`src/rtl/core/pism_pkg.sv`:
```
// ----------------------------------------------------------------------------
// pism_pkg
// Types, sizes and codes shared by the panel input scan and LED map block.
// ----------------------------------------------------------------------------
package pism_pkg;

    localparam int MODULES         = 16;
    localparam int ENTRIES         = 128;
    localparam int BITS_PER_MODULE = 8;
    localparam int IDX_W           = $clog2(ENTRIES);

    // command codes
    localparam logic [2:0] CMD_LOAD     = 3'd0;
    localparam logic [2:0] CMD_SCAN     = 3'd1;
    localparam logic [2:0] CMD_SET_OCC  = 3'd2;
    localparam logic [2:0] CMD_SET_ACC  = 3'd3;
    localparam logic [2:0] CMD_READ_LED = 3'd4;

    // entry kinds
    localparam logic [1:0] KIND_NONE      = 2'd0;
    localparam logic [1:0] KIND_ACCESSORY = 2'd1;
    localparam logic [1:0] KIND_OCCUPANCY = 2'd2;
    localparam logic [1:0] KIND_ROUTE     = 2'd3;

    typedef struct packed {
        logic [2:0]  cmd;
        logic [6:0]  entry_index;
        logic [1:0]  entry_kind;
        logic [15:0] address;
        logic        entry_inverted;
        logic [3:0]  module_req;
        logic [7:0]  input_bits;
        logic        set_state;
    } t_in;

    typedef struct packed {
        logic [1:0]  event_kind;
        logic [15:0] event_address;
        logic [6:0]  event_index;
        logic        event_state;
        logic [7:0]  led_bits;
        logic        last;
    } t_res;

    // one table entry as it travels around the ring
    typedef struct packed {
        logic [1:0]  kind;
        logic [15:0] addr;
        logic        inv;
        logic        lamp;
        logic        level;
    } t_entry;

endpackage

```
`src/rtl/core/pism_cell.sv`:
```
// ----------------------------------------------------------------------------
// pism_cell
// One ring cell: holds a table entry and hands it on to the next cell.
// ----------------------------------------------------------------------------
module pism_cell (
    input  logic              i_clk,
    input  logic              i_rst_n,
    input  logic              i_shift,
    input  pism_pkg::t_entry  i_entry,
    output pism_pkg::t_entry  o_entry
);

    logic [1:0]  r_kind;
    logic [15:0] r_addr;
    logic        r_inv;
    logic        r_lamp;
    logic        r_level;

    // kind, address and invert are undefined until loaded
    always_ff @(posedge i_clk) begin
        if (i_shift) begin
            r_kind <= i_entry.kind;
            r_addr <= i_entry.addr;
            r_inv  <= i_entry.inv;
        end
    end

    always_ff @(posedge i_clk) begin
        if (!i_rst_n) begin
            r_lamp  <= 1'b0;
            r_level <= 1'b0;
        end else if (i_shift) begin
            r_lamp  <= i_entry.lamp;
            r_level <= i_entry.level;
        end
    end

    assign o_entry.kind  = r_kind;
    assign o_entry.addr  = r_addr;
    assign o_entry.inv   = r_inv;
    assign o_entry.lamp  = r_lamp;
    assign o_entry.level = r_level;

endmodule

```
`src/rtl/core/pism_ctrl.sv`:
```
// ----------------------------------------------------------------------------
// pism_ctrl
// Ring head: walks the entry ring once per command, updates the entry at the
// head and produces the result strobes.
// ----------------------------------------------------------------------------
module pism_ctrl (
    input  logic              i_clk,
    input  logic              i_rst_n,
    input  logic              i_start,
    input  pism_pkg::t_in     i_item,
    input  pism_pkg::t_entry  i_head,
    output logic              o_busy,
    output logic              o_shift,
    output pism_pkg::t_entry  o_entry,
    output logic              o_valid,
    output pism_pkg::t_res    o_result
);

    localparam logic [1:0] ST_IDLE = 2'd0;
    localparam logic [1:0] ST_WALK = 2'd1;
    localparam logic [1:0] ST_DONE = 2'd2;

    localparam logic [pism_pkg::IDX_W-1:0] LAST_IDX = pism_pkg::IDX_W'(pism_pkg::ENTRIES - 1);

    logic [1:0]                 r_state, n_state;
    logic [pism_pkg::IDX_W-1:0] r_cnt, n_cnt;
    pism_pkg::t_in              r_item, n_item;
    logic [7:0]                 r_led, n_led;
    logic                       r_pend_valid, n_pend_valid;
    pism_pkg::t_res             r_pend, n_pend;
    logic                       r_out_valid, n_out_valid;
    pism_pkg::t_res             r_out, n_out;

    pism_pkg::t_entry           w_entry;
    logic                       w_in_mod;
    logic                       w_bit;
    logic [2:0]                 w_pos;
    logic [1:0]                 w_set_kind;

    assign w_pos    = r_cnt[2:0];
    assign w_bit    = r_item.input_bits[w_pos];
    assign w_in_mod = ((16'(r_cnt) >> 3) == 16'(r_item.module_req)) &&
                      (16'(r_item.module_req) < 16'(pism_pkg::MODULES));
    assign w_set_kind = (r_item.cmd == pism_pkg::CMD_SET_OCC) ?
                        pism_pkg::KIND_OCCUPANCY : pism_pkg::KIND_ACCESSORY;

    always_comb begin
        n_state      = r_state;
        n_cnt        = r_cnt;
        n_item       = r_item;
        n_led        = r_led;
        n_pend_valid = r_pend_valid;
        n_pend       = r_pend;
        n_out_valid  = 1'b0;
        n_out        = r_out;
        w_entry      = i_head;

        case (r_state)
            ST_IDLE: begin
                if (i_start) begin
                    n_state      = ST_WALK;
                    n_cnt        = '0;
                    n_item       = i_item;
                    n_led        = '0;
                    n_pend_valid = 1'b0;
                end
            end
            ST_WALK: begin
                case (r_item.cmd)
                    pism_pkg::CMD_LOAD: begin
                        if (16'(r_item.entry_index) == 16'(r_cnt)) begin
                            w_entry.kind = r_item.entry_kind;
                            w_entry.addr = r_item.address;
                            w_entry.inv  = r_item.entry_inverted;
                        end
                    end
                    pism_pkg::CMD_SCAN: begin
                        if (w_in_mod && (w_bit != i_head.level)) begin
                            w_entry.level = w_bit;
                            w_entry.lamp  = w_bit;
                            if (i_head.kind != pism_pkg::KIND_NONE) begin
                                // hold each event back one find so the final one gets last
                                if (r_pend_valid) begin
                                    n_out_valid = 1'b1;
                                    n_out       = r_pend;
                                end
                                n_pend_valid         = 1'b1;
                                n_pend.event_kind    = i_head.kind;
                                n_pend.event_address = i_head.addr;
                                n_pend.event_index   = 7'(r_cnt);
                                n_pend.event_state   = w_bit;
                                n_pend.led_bits      = '0;
                                n_pend.last          = 1'b0;
                            end
                        end
                    end
                    pism_pkg::CMD_SET_OCC, pism_pkg::CMD_SET_ACC: begin
                        if ((i_head.kind == w_set_kind) && (i_head.addr == r_item.address)) begin
                            w_entry.lamp = r_item.set_state;
                        end
                    end
                    pism_pkg::CMD_READ_LED: begin
                        if (w_in_mod) begin
                            n_led[w_pos] = i_head.lamp ^ i_head.inv;
                        end
                    end
                    default: begin
                    end
                endcase
                if (r_cnt == LAST_IDX) begin
                    n_state = ST_DONE;
                end else begin
                    n_cnt = r_cnt + 1'b1;
                end
            end
            ST_DONE: begin
                n_state = ST_IDLE;
                if (r_item.cmd == pism_pkg::CMD_SCAN && r_pend_valid) begin
                    n_out_valid  = 1'b1;
                    n_out        = r_pend;
                    n_out.last   = 1'b1;
                    n_pend_valid = 1'b0;
                end else if (r_item.cmd == pism_pkg::CMD_READ_LED) begin
                    n_out_valid         = 1'b1;
                    n_out.event_kind    = pism_pkg::KIND_NONE;
                    n_out.event_address = '0;
                    n_out.event_index   = '0;
                    n_out.event_state   = 1'b0;
                    n_out.led_bits      = r_led;
                    n_out.last          = 1'b1;
                end
            end
            default: begin
                n_state = ST_IDLE;
            end
        endcase
    end

    always_ff @(posedge i_clk) begin
        if (!i_rst_n) begin
            r_state      <= ST_IDLE;
            r_cnt        <= '0;
            r_pend_valid <= 1'b0;
            r_out_valid  <= 1'b0;
        end else begin
            r_state      <= n_state;
            r_cnt        <= n_cnt;
            r_pend_valid <= n_pend_valid;
            r_out_valid  <= n_out_valid;
        end
    end

    always_ff @(posedge i_clk) begin
        r_item <= n_item;
        r_led  <= n_led;
        r_pend <= n_pend;
        r_out  <= n_out;
    end

    assign o_busy   = (r_state != ST_IDLE);
    assign o_shift  = (r_state == ST_WALK);
    assign o_entry  = w_entry;
    assign o_valid  = r_out_valid;
    assign o_result = r_out;

    a_out_from_work: assert property (@(posedge i_clk) disable iff (!i_rst_n)
        r_out_valid |-> $past(r_state == ST_WALK || r_state == ST_DONE))
        else $error("result strobe without a command in progress");

    a_walk_ends: assert property (@(posedge i_clk) disable iff (!i_rst_n)
        (r_state == ST_WALK && r_cnt == LAST_IDX) |=> (r_state == ST_DONE))
        else $error("walk did not end after the last entry");

    a_start_walk: assert property (@(posedge i_clk) disable iff (!i_rst_n)
        (r_state == ST_IDLE && i_start) |=> (r_state == ST_WALK && r_cnt == '0))
        else $error("accepted command did not start a walk at entry zero");

    a_pend_scan_only: assert property (@(posedge i_clk) disable iff (!i_rst_n)
        (r_pend_valid && r_state != ST_IDLE) |-> (r_item.cmd == pism_pkg::CMD_SCAN))
        else $error("pending event outside a scan");

    a_last_at_done: assert property (@(posedge i_clk) disable iff (!i_rst_n)
        (r_out_valid && r_out.last) |-> $past(r_state == ST_DONE))
        else $error("last result before the walk finished");

endmodule

```
`src/rtl/core/panel_input_scan_and_led_map.sv`:
```
// ----------------------------------------------------------------------------
// panel_input_scan_and_led_map
// Control-panel I/O table kept in a ring of entry cells, with a load, scan,
// lamp set and LED read engine at the ring head.
// ----------------------------------------------------------------------------
// Every command holds busy high after the transfer at start while the whole
// entry ring rotates once past the head, one entry per cycle, and the done
// state then closes the command. A new command is taken only while busy is
// low. Results are strobed on o_valid for one cycle each and cannot be held
// off. A scan gives one result per changed input of a loaded entry of
// non-none kind, in rising bit order, at most eight; they appear during the
// walk and the final one, flagged last, in the first cycle with busy low
// again. A LED read gives one result in that same cycle. Load and set
// commands give none. Levels and lamps are zero after reset.
module panel_input_scan_and_led_map (
    input  logic            i_clk,
    input  logic            i_rst_n,
    input  logic            start,
    output logic            busy,
    input  pism_pkg::t_in   i_item,
    output logic            o_valid,
    output pism_pkg::t_res  o_result
);

    pism_pkg::t_entry w_chain [pism_pkg::ENTRIES+1];
    logic             w_shift;

    // entry i sits in cell ENTRIES-1-i, so the walk meets entries in index order
    pism_ctrl u_ctrl (
        .i_clk    (i_clk),
        .i_rst_n  (i_rst_n),
        .i_start  (start),
        .i_item   (i_item),
        .i_head   (w_chain[pism_pkg::ENTRIES]),
        .o_busy   (busy),
        .o_shift  (w_shift),
        .o_entry  (w_chain[0]),
        .o_valid  (o_valid),
        .o_result (o_result)
    );

    for (genvar k = 0; k < pism_pkg::ENTRIES; k++) begin : g_cell
        pism_cell u_cell (
            .i_clk   (i_clk),
            .i_rst_n (i_rst_n),
            .i_shift (w_shift),
            .i_entry (w_chain[k]),
            .o_entry (w_chain[k+1])
        );
    end

endmodule
```
`config.mk`:
```
export PLATFORM = sky130hd
export DESIGN_NAME = panel_input_scan_and_led_map
export DESIGN_NICKNAME = d
export VERILOG_FILES = /design/src/rtl/core/pism_pkg.sv /design/src/rtl/core/pism_cell.sv /design/src/rtl/core/pism_ctrl.sv /design/src/rtl/core/panel_input_scan_and_led_map.sv
export SDC_FILE = /design/constraint.sdc
export NUM_CORES = 2
export LEC_CHECK = 0
export ABC_AREA = 0
export BUFFER_PORTS_ARGS = -buffer_cell sky130_fd_sc_hd__buf_2
export CAP_MARGIN = 40
export CORE_MARGIN = 2
export CORE_UTILIZATION = 35
export DETAILED_ROUTE_END_ITERATION = 12
export GPL_ROUTABILITY_DRIVEN = 0
export GPL_TIMING_DRIVEN = 0
export PLACE_DENSITY = 0.5
export SETUP_SLACK_MARGIN = 0.5
export SYNTH_ARGS = -nofsm -noshare
export SYNTH_HDL_FRONTEND = slang
export SYNTH_SLANG_ARGS = --single-unit
```
`constraint.sdc`:
```
create_clock -name i_clk -period 134.1 [get_ports i_clk]
set_clock_uncertainty 0.1 [all_clocks]
set_input_delay 13.41 -clock i_clk [delete_from_list [all_inputs] [get_ports i_clk]]
set_output_delay 13.41 -clock i_clk [all_outputs]
set_load 0.05 [all_outputs]
```
Word level (Yosys, flattened, before mapping) --
Cells that the tools add are included. Widths: inputs -> output; s select.
Word-level totals: logic and storage cells 751, bits of input ports 45, bits in registers 2810, output and inout bits 37
Cells by class: add/sub/neg operators 1, reduce and logical (&&, ||, !) cells 19, multiplexer cells 42, bitwise logic cells 1, magnitude comparators 2, equality and inequality tests 23
Operators by type and width (number):
- $mux 35 | 6
- $pmux 35 s2 | 1
- $mux 19 | 2
- $mux 8 | 3
- $ne 2x2->1 const B | 9
- $eq 16x16->1 | 1
- $pmux 8 s2 | 1
- $mux 1 | 15
- $mux 7 | 2
- $pmux 7 s2 | 1
- $reduce_and 6->1 | 2
- $bwmux 8 | 1
- $mux 2 | 4
- $reduce_and 4->1 | 2
- $reduce_bool 2->1 | 4
- $add 7x1->7 const B | 1
- $eq 7x7->1 | 1
- $eq 7x7->1 const B | 1
- $eq 3x2->1 const B | 2
- $eq 4x4->1 | 1
- $logic_and 1x1->1 | 4
- $lt 3x4->1 const B | 1
- $pmux 1 s2 | 2
- $pmux 2 s2 | 1
- 19 further kinds | 20

Depth between registers and ports, before layout --
word-level depth 8, depth in mapped cells 8, gate-level depth less buffers 8

Cells and area by module --
From an unflattened synthesis, not the netlist that was laid out.
Second synthesis, totals: cell total of the unflattened synthesis 3933, area total of the unflattened synthesis 90389.2 sq um
By module, submodules not included:
- pism_cell | sequential area each 610.6 sq um, times used 128, area each 665.6 sq um, cells an instance 28
- pism_ctrl | sequential area each 3553.4 sq um, times used 1, area each 5187.5 sq um, cells an instance 349

Least setup slack after synthesis --
OpenSTA, ideal clock, no wires.
path type reg2reg, start register u_ctrl.r_state[0], end register u_ctrl.r_led[0], enable pin, setup slack 67.775 ns, setup time 0.421 ns, arrival 65.804 ns, path buffers 0, required time 133.579 ns, clock period less this slack 66.325 ns, cell stages (with the launch flop) 4, path through dfxtp_1 -> ha_1 -> o21ai_0 -> a21oi_1
On the way: longest elaborated chain between the ends 3, elaborated cells between the ends (all ways) 7, classes of those cells eq/ne: 4; reduce/logical: 3
RTL lines:
- start, declared | line pism_ctrl.sv:25 | logic [1:0] r_state, n_state;
- start signal, assigned | line pism_ctrl.sv:146 | r_state <= n_state;
- $eq 2x1->1 *
- via g_cell[0].u_cell.i_shift | line pism_cell.sv:8 | input logic i_shift,
- $ne 2x2->1 (no source line) / $reduce_bool 2->1 (equally long branches)
- $reduce_and 4->1 (no source line) *
- end signal, assigned | line pism_ctrl.sv:155 | r_led <= n_led;
- end, declared | line pism_ctrl.sv:28 | logic [7:0] r_led, n_led;
The timed path passes the listed nets; every way through them passes the cells marked *. A chain may end at the register's enable or synchronous reset.

Worst setup path in the final report --
start register u_ctrl.r_state[0], end output busy
On the way: longest elaborated chain between the ends 1
RTL lines:
- $reduce_bool 2->1 | line pism_ctrl.sv:160 | assign o_busy = (r_state != ST_IDLE);
- end, declared | line panel_input_scan_and_led_map.sv:19 | output logic busy,
Every way passes these cells.

==> metrics.md <==
| Metric | Value |
|---|---|
| Outcome | completed |
| Rel. slew slack | 44.7% |
| Worst Tran Pin Value | between 800 and 900 ps |
| Max_cap viols | 0 |
| Via/cell ratio | 4.25 |
| Final net count | 4,085 |
| Worst Setup Slack, final | ~120,000 ps |
| Placed cells | 7,062 |
| Gr ovfl total | 0 |
| Synth Warn # | 0 |
| Fin crit share | a little under an eighth |
| Top Metal Used | met4 |
| Mean Syn Cell Area | 24.2 um^2 |
| Die X-Extent | 503 um |
| Largest net degree at the start of global routing | 73 |
| # hold bufs at CTS | 0 |
| Slowest cell on crit path | dfxtp_1 |
| Post-synth ARST share | 0% |
| CTS sink cnt | 2,810 |
| M1 WL | 60.1 mm |
| #FFs+latches synth | 2,810 |
| Critical path's top delay family | buffers and inverters |
| Final setup TNS | 0 ps |
| Final non-filler cell total | 7,581 |
| Placement Cell Area | 0.0928 mm^2 |
| Critical Path Most Common Cell | inv_1 |
| Site Rows | 183 |
| Slowest stage delay, CP | 430 ps |
| First-pass iteration count of the detailed router | 6 |
| Pleak | 27.7 nW |
| Pre-CTS WS | roughly 120,000 ps |
| Critical path launch point type | register |
| Met3 WL | 5.53 mm |
| I/O Buffers | 81 |
| Power per cell area | 17.9 mW/mm^2 |
| Area share of the largest cell type after synthesis | between 80 and 90% |
| Number of post-CTS setup repair buffers | 0 |
| Synth Cell Area | 0.0870 mm^2 |
| Routed Antenna Nets | 0 |
| Initial cell density of the core | 35.1% |
| Setup CP Type | reg2out |
| Die Ht | slightly above 500 um |
| Clk_lat worst skew | 890 ps |
| CTS-repair resized insts | 0 |
| Area Growth Syn to Fin | 17.5% |
| Seq/Total Area, Yosys | 93.9% |
| DR iter-0 viols | about 3,100 |
| Clock share of power | 43.2% |
| Fmax | ~0.064 GHz |
| Switching share of total power | 19.7% |
| Total number of vias | 32,200 |
| Syn nets | 3,652 |
| Setup-failing EPs final | 0 |
| Clock Path Buffers | 4 |
| Cell taking the most area after synthesis | edfxtp_1 |
| Post-synth cell types | 42 |
| Crit. End Element | primary output |
| RSZ-0062 raised after global routing | false |
| Max IR drop VDD | 13.8 uV |
| Clock Tree Root | clkbuf_16 |
| Main flop type after synthesis | edfxtp_1 |
| CP Buf/Inv Count | 3 |
| Top-count cell post-synth | edfxtp_1 |
| H-Tree Depth | 5 |
| Fin area | 0.102 mm^2 |
| Cts bufs inserted | about 300 |
| Gr usage total | 9.30% |
| CP Data Required Time | 120,590 ps |
| Internal power | between 1 and 1.5 mW |
| Cells along the critical path | inv_1 > ha_1 > inv_1 > buf_2 |
| Post-synth EDFFs | 2,543 |
| Fin. max-slew vios | 0 |
| Crit-path max FO | 5 |
| Final hold violation count | 0 |
| # DRC | 0 |
| Syn Inst Count | 3,602 |
| Seq pwr share | 54.0% |
| Core area | about 0.25 mm^2 |
| Vias in the first global route | 31,500 |
| Comb pwr share | under 10% |
| Worst path arrival time | 2110 ps |
| Initial antenna violation count | 4 |
| First-pass GRT wire length | ~180 mm |
| Met2 Routed Length | 49.6 mm |
| CTS tree | built |
| Net Switching | 362 uW |
| Clk slew on worst S/H paths | ~60 ps |
| FILL cells | 21,300 |
| Top cells by area, synth | edfxtp_1 (88%), dfxtp_1 (6.1%), mux2i_1 (3.0%) |
| Fraction of layout cells with a size suffix above 1 | between 10% and 20% |
| Tmin final | 15,620 ps |
| Top cells by count, synth | edfxtp_1 (2,543), dfxtp_1 (267), nor2_1 (267) |
| DP HPWL | ~63 mm |
| Hold Crit Class | reg2reg |
| Design Power | 1.83 mW |
| Die ar. | 0.253 mm^2 |
| Routed wire length | 119 mm |
| I/O pin count | slightly above 80 |
| WL per Instance | 15.7 um |
[per-layer routing]
layer | track usage [%] | vias up
met5 | 0 | -
li1 | - | 14900
met2 | 12.3 | 568
met3 | 2.37 | 279
met4 | 4.18 | 0
met1 | 14.3 | 16400
[cell families after synthesis]
logic type / count (synthesis) / synth area share (%)
muxes: 285 / 3.34
AOI/OAI and AO/OA: 33 / 0.233
buffers and inverters: 77 / 0.375
adders and majority gates: 5 / 0.0719
DFF: 2810 / 93.9
xor gates and xnor gates: 33 / 0.332
and+or+nand+nor: 359 / 1.78
[worst register-to-register path: cells and delay by family (launching register included)]
kind	cells	cell delay [ps]
adder cells (fa/ha/maj)	1	690
buffers and inverters	9	3150
flip-flops	1	430
[final timing paths]
path                                      from                           end  slack, ps  depth (start not counted)
setup / recovery             u_ctrl.r_state[0]                          busy     118480                          4
hold / removal    g_cell[95].u_cell.r_addr[15]  g_cell[96].u_cell.r_addr[15]        280                          0
hold reg to reg   g_cell[95].u_cell.r_addr[15]  g_cell[96].u_cell.r_addr[15]        280                          0
setup reg to reg             u_ctrl.r_state[0]  g_cell[64].u_cell.r_addr[10]     129300                         10
[state kept, by name, summed over array words and instances (netlist names)]
name / cells
u_ctrl.r_state: 2
u_ctrl.o_valid: 1
g_cell.u_cell.r_inv: 128
g_cell.u_cell.r_addr: 2048
g_cell.u_cell.r_lamp: 128
g_cell.u_cell.r_kind: 256
u_ctrl.r_pend: 26
u_ctrl.r_item: 42
u_ctrl.o_result: 35
u_ctrl.r_cnt: 7
u_ctrl.r_led: 8
u_ctrl.r_pend_valid: 1
g_cell.u_cell.r_level: 128
[cells in the final DEF, fill, tap and decap left out, types with 2 or more instances in the layout]
cell        synthesis  final
ha_1                5      4
xnor2_1            17     17
nand3_1             6      6
edfxtp_1         2543   2543
inv_1               7      6
nor3b_1             3      3
clkinv_1            0     62
nor2_1            267    267
nor2b_1            32     32
clkinv_2            0     46
inv_2               1      2
nand4_1             8      8
nand3b_1            4      4
and3_1              2      2
clkbuf_8            0      8
a21oi_1            12     10
and2_1             10      9
o21ai_0            10     10
nor3_1              6      6
clkinv_4            0      3
buf_2              24    105
nand2b_1            4      4
clkbuf_1           39     84
dfxtp_1           267    267
nor4_1              5      5
xor2_1             16     16
buf_6               1      4
buf_1               5      5
buf_12              0     11
clkinvlp_4          0      8
buf_16              0     33
mux2i_1           262    262
bufinv_16           0     27
diode_2             0      3
inv_6               0      6
mux2_2             20     20
clkbuf_16           0    310
nand2_1            11     11
[metrics by stage]
| stage | util, % | hold slack [ps] |
|---|---|---|
| floorplan | - | 300 |
| global placement | 36.9 | 303 |
| detailed placement | 37.4 | 305 |
| CTS | 41.3 | 272 |
| global route | 41.3 | 293 |
| finish | 41.3 | 278 |
[area by class of cell]
type | count | area (um^2) | share of cell area [%]
sequential | 2810 | 81700 | 79.9
multi-input combinational | 715 | 5040 | 4.93
buffer | 69 | 297 | 0.290
tap | 3330 | 4170 | 4.07
inverter | 8 | 30.0 | 0.0294
clock buffer | 363 | 8040 | 7.86
clock inverter | 153 | 1420 | 1.39
timing repair buffer | 130 | 1590 | 1.56
antenna | 3 | 7.51 | 0.00734
[power by group through the flow]
stage / Sequential [mW] / Clock (mW) / Combinational (mW)
global route: 0.992 / 0.860 / 0.0579
detailed placement: 1.01 / 0 / 0.0544
CTS: 0.990 / 0.826 / 0.0542
global placement: 1.24 / 0 / 0.0444
floorplan: 1.18 / 0 / 0.0320
finish: 0.990 / 0.792 / 0.0525
Power figures use the tool's default switching activity.
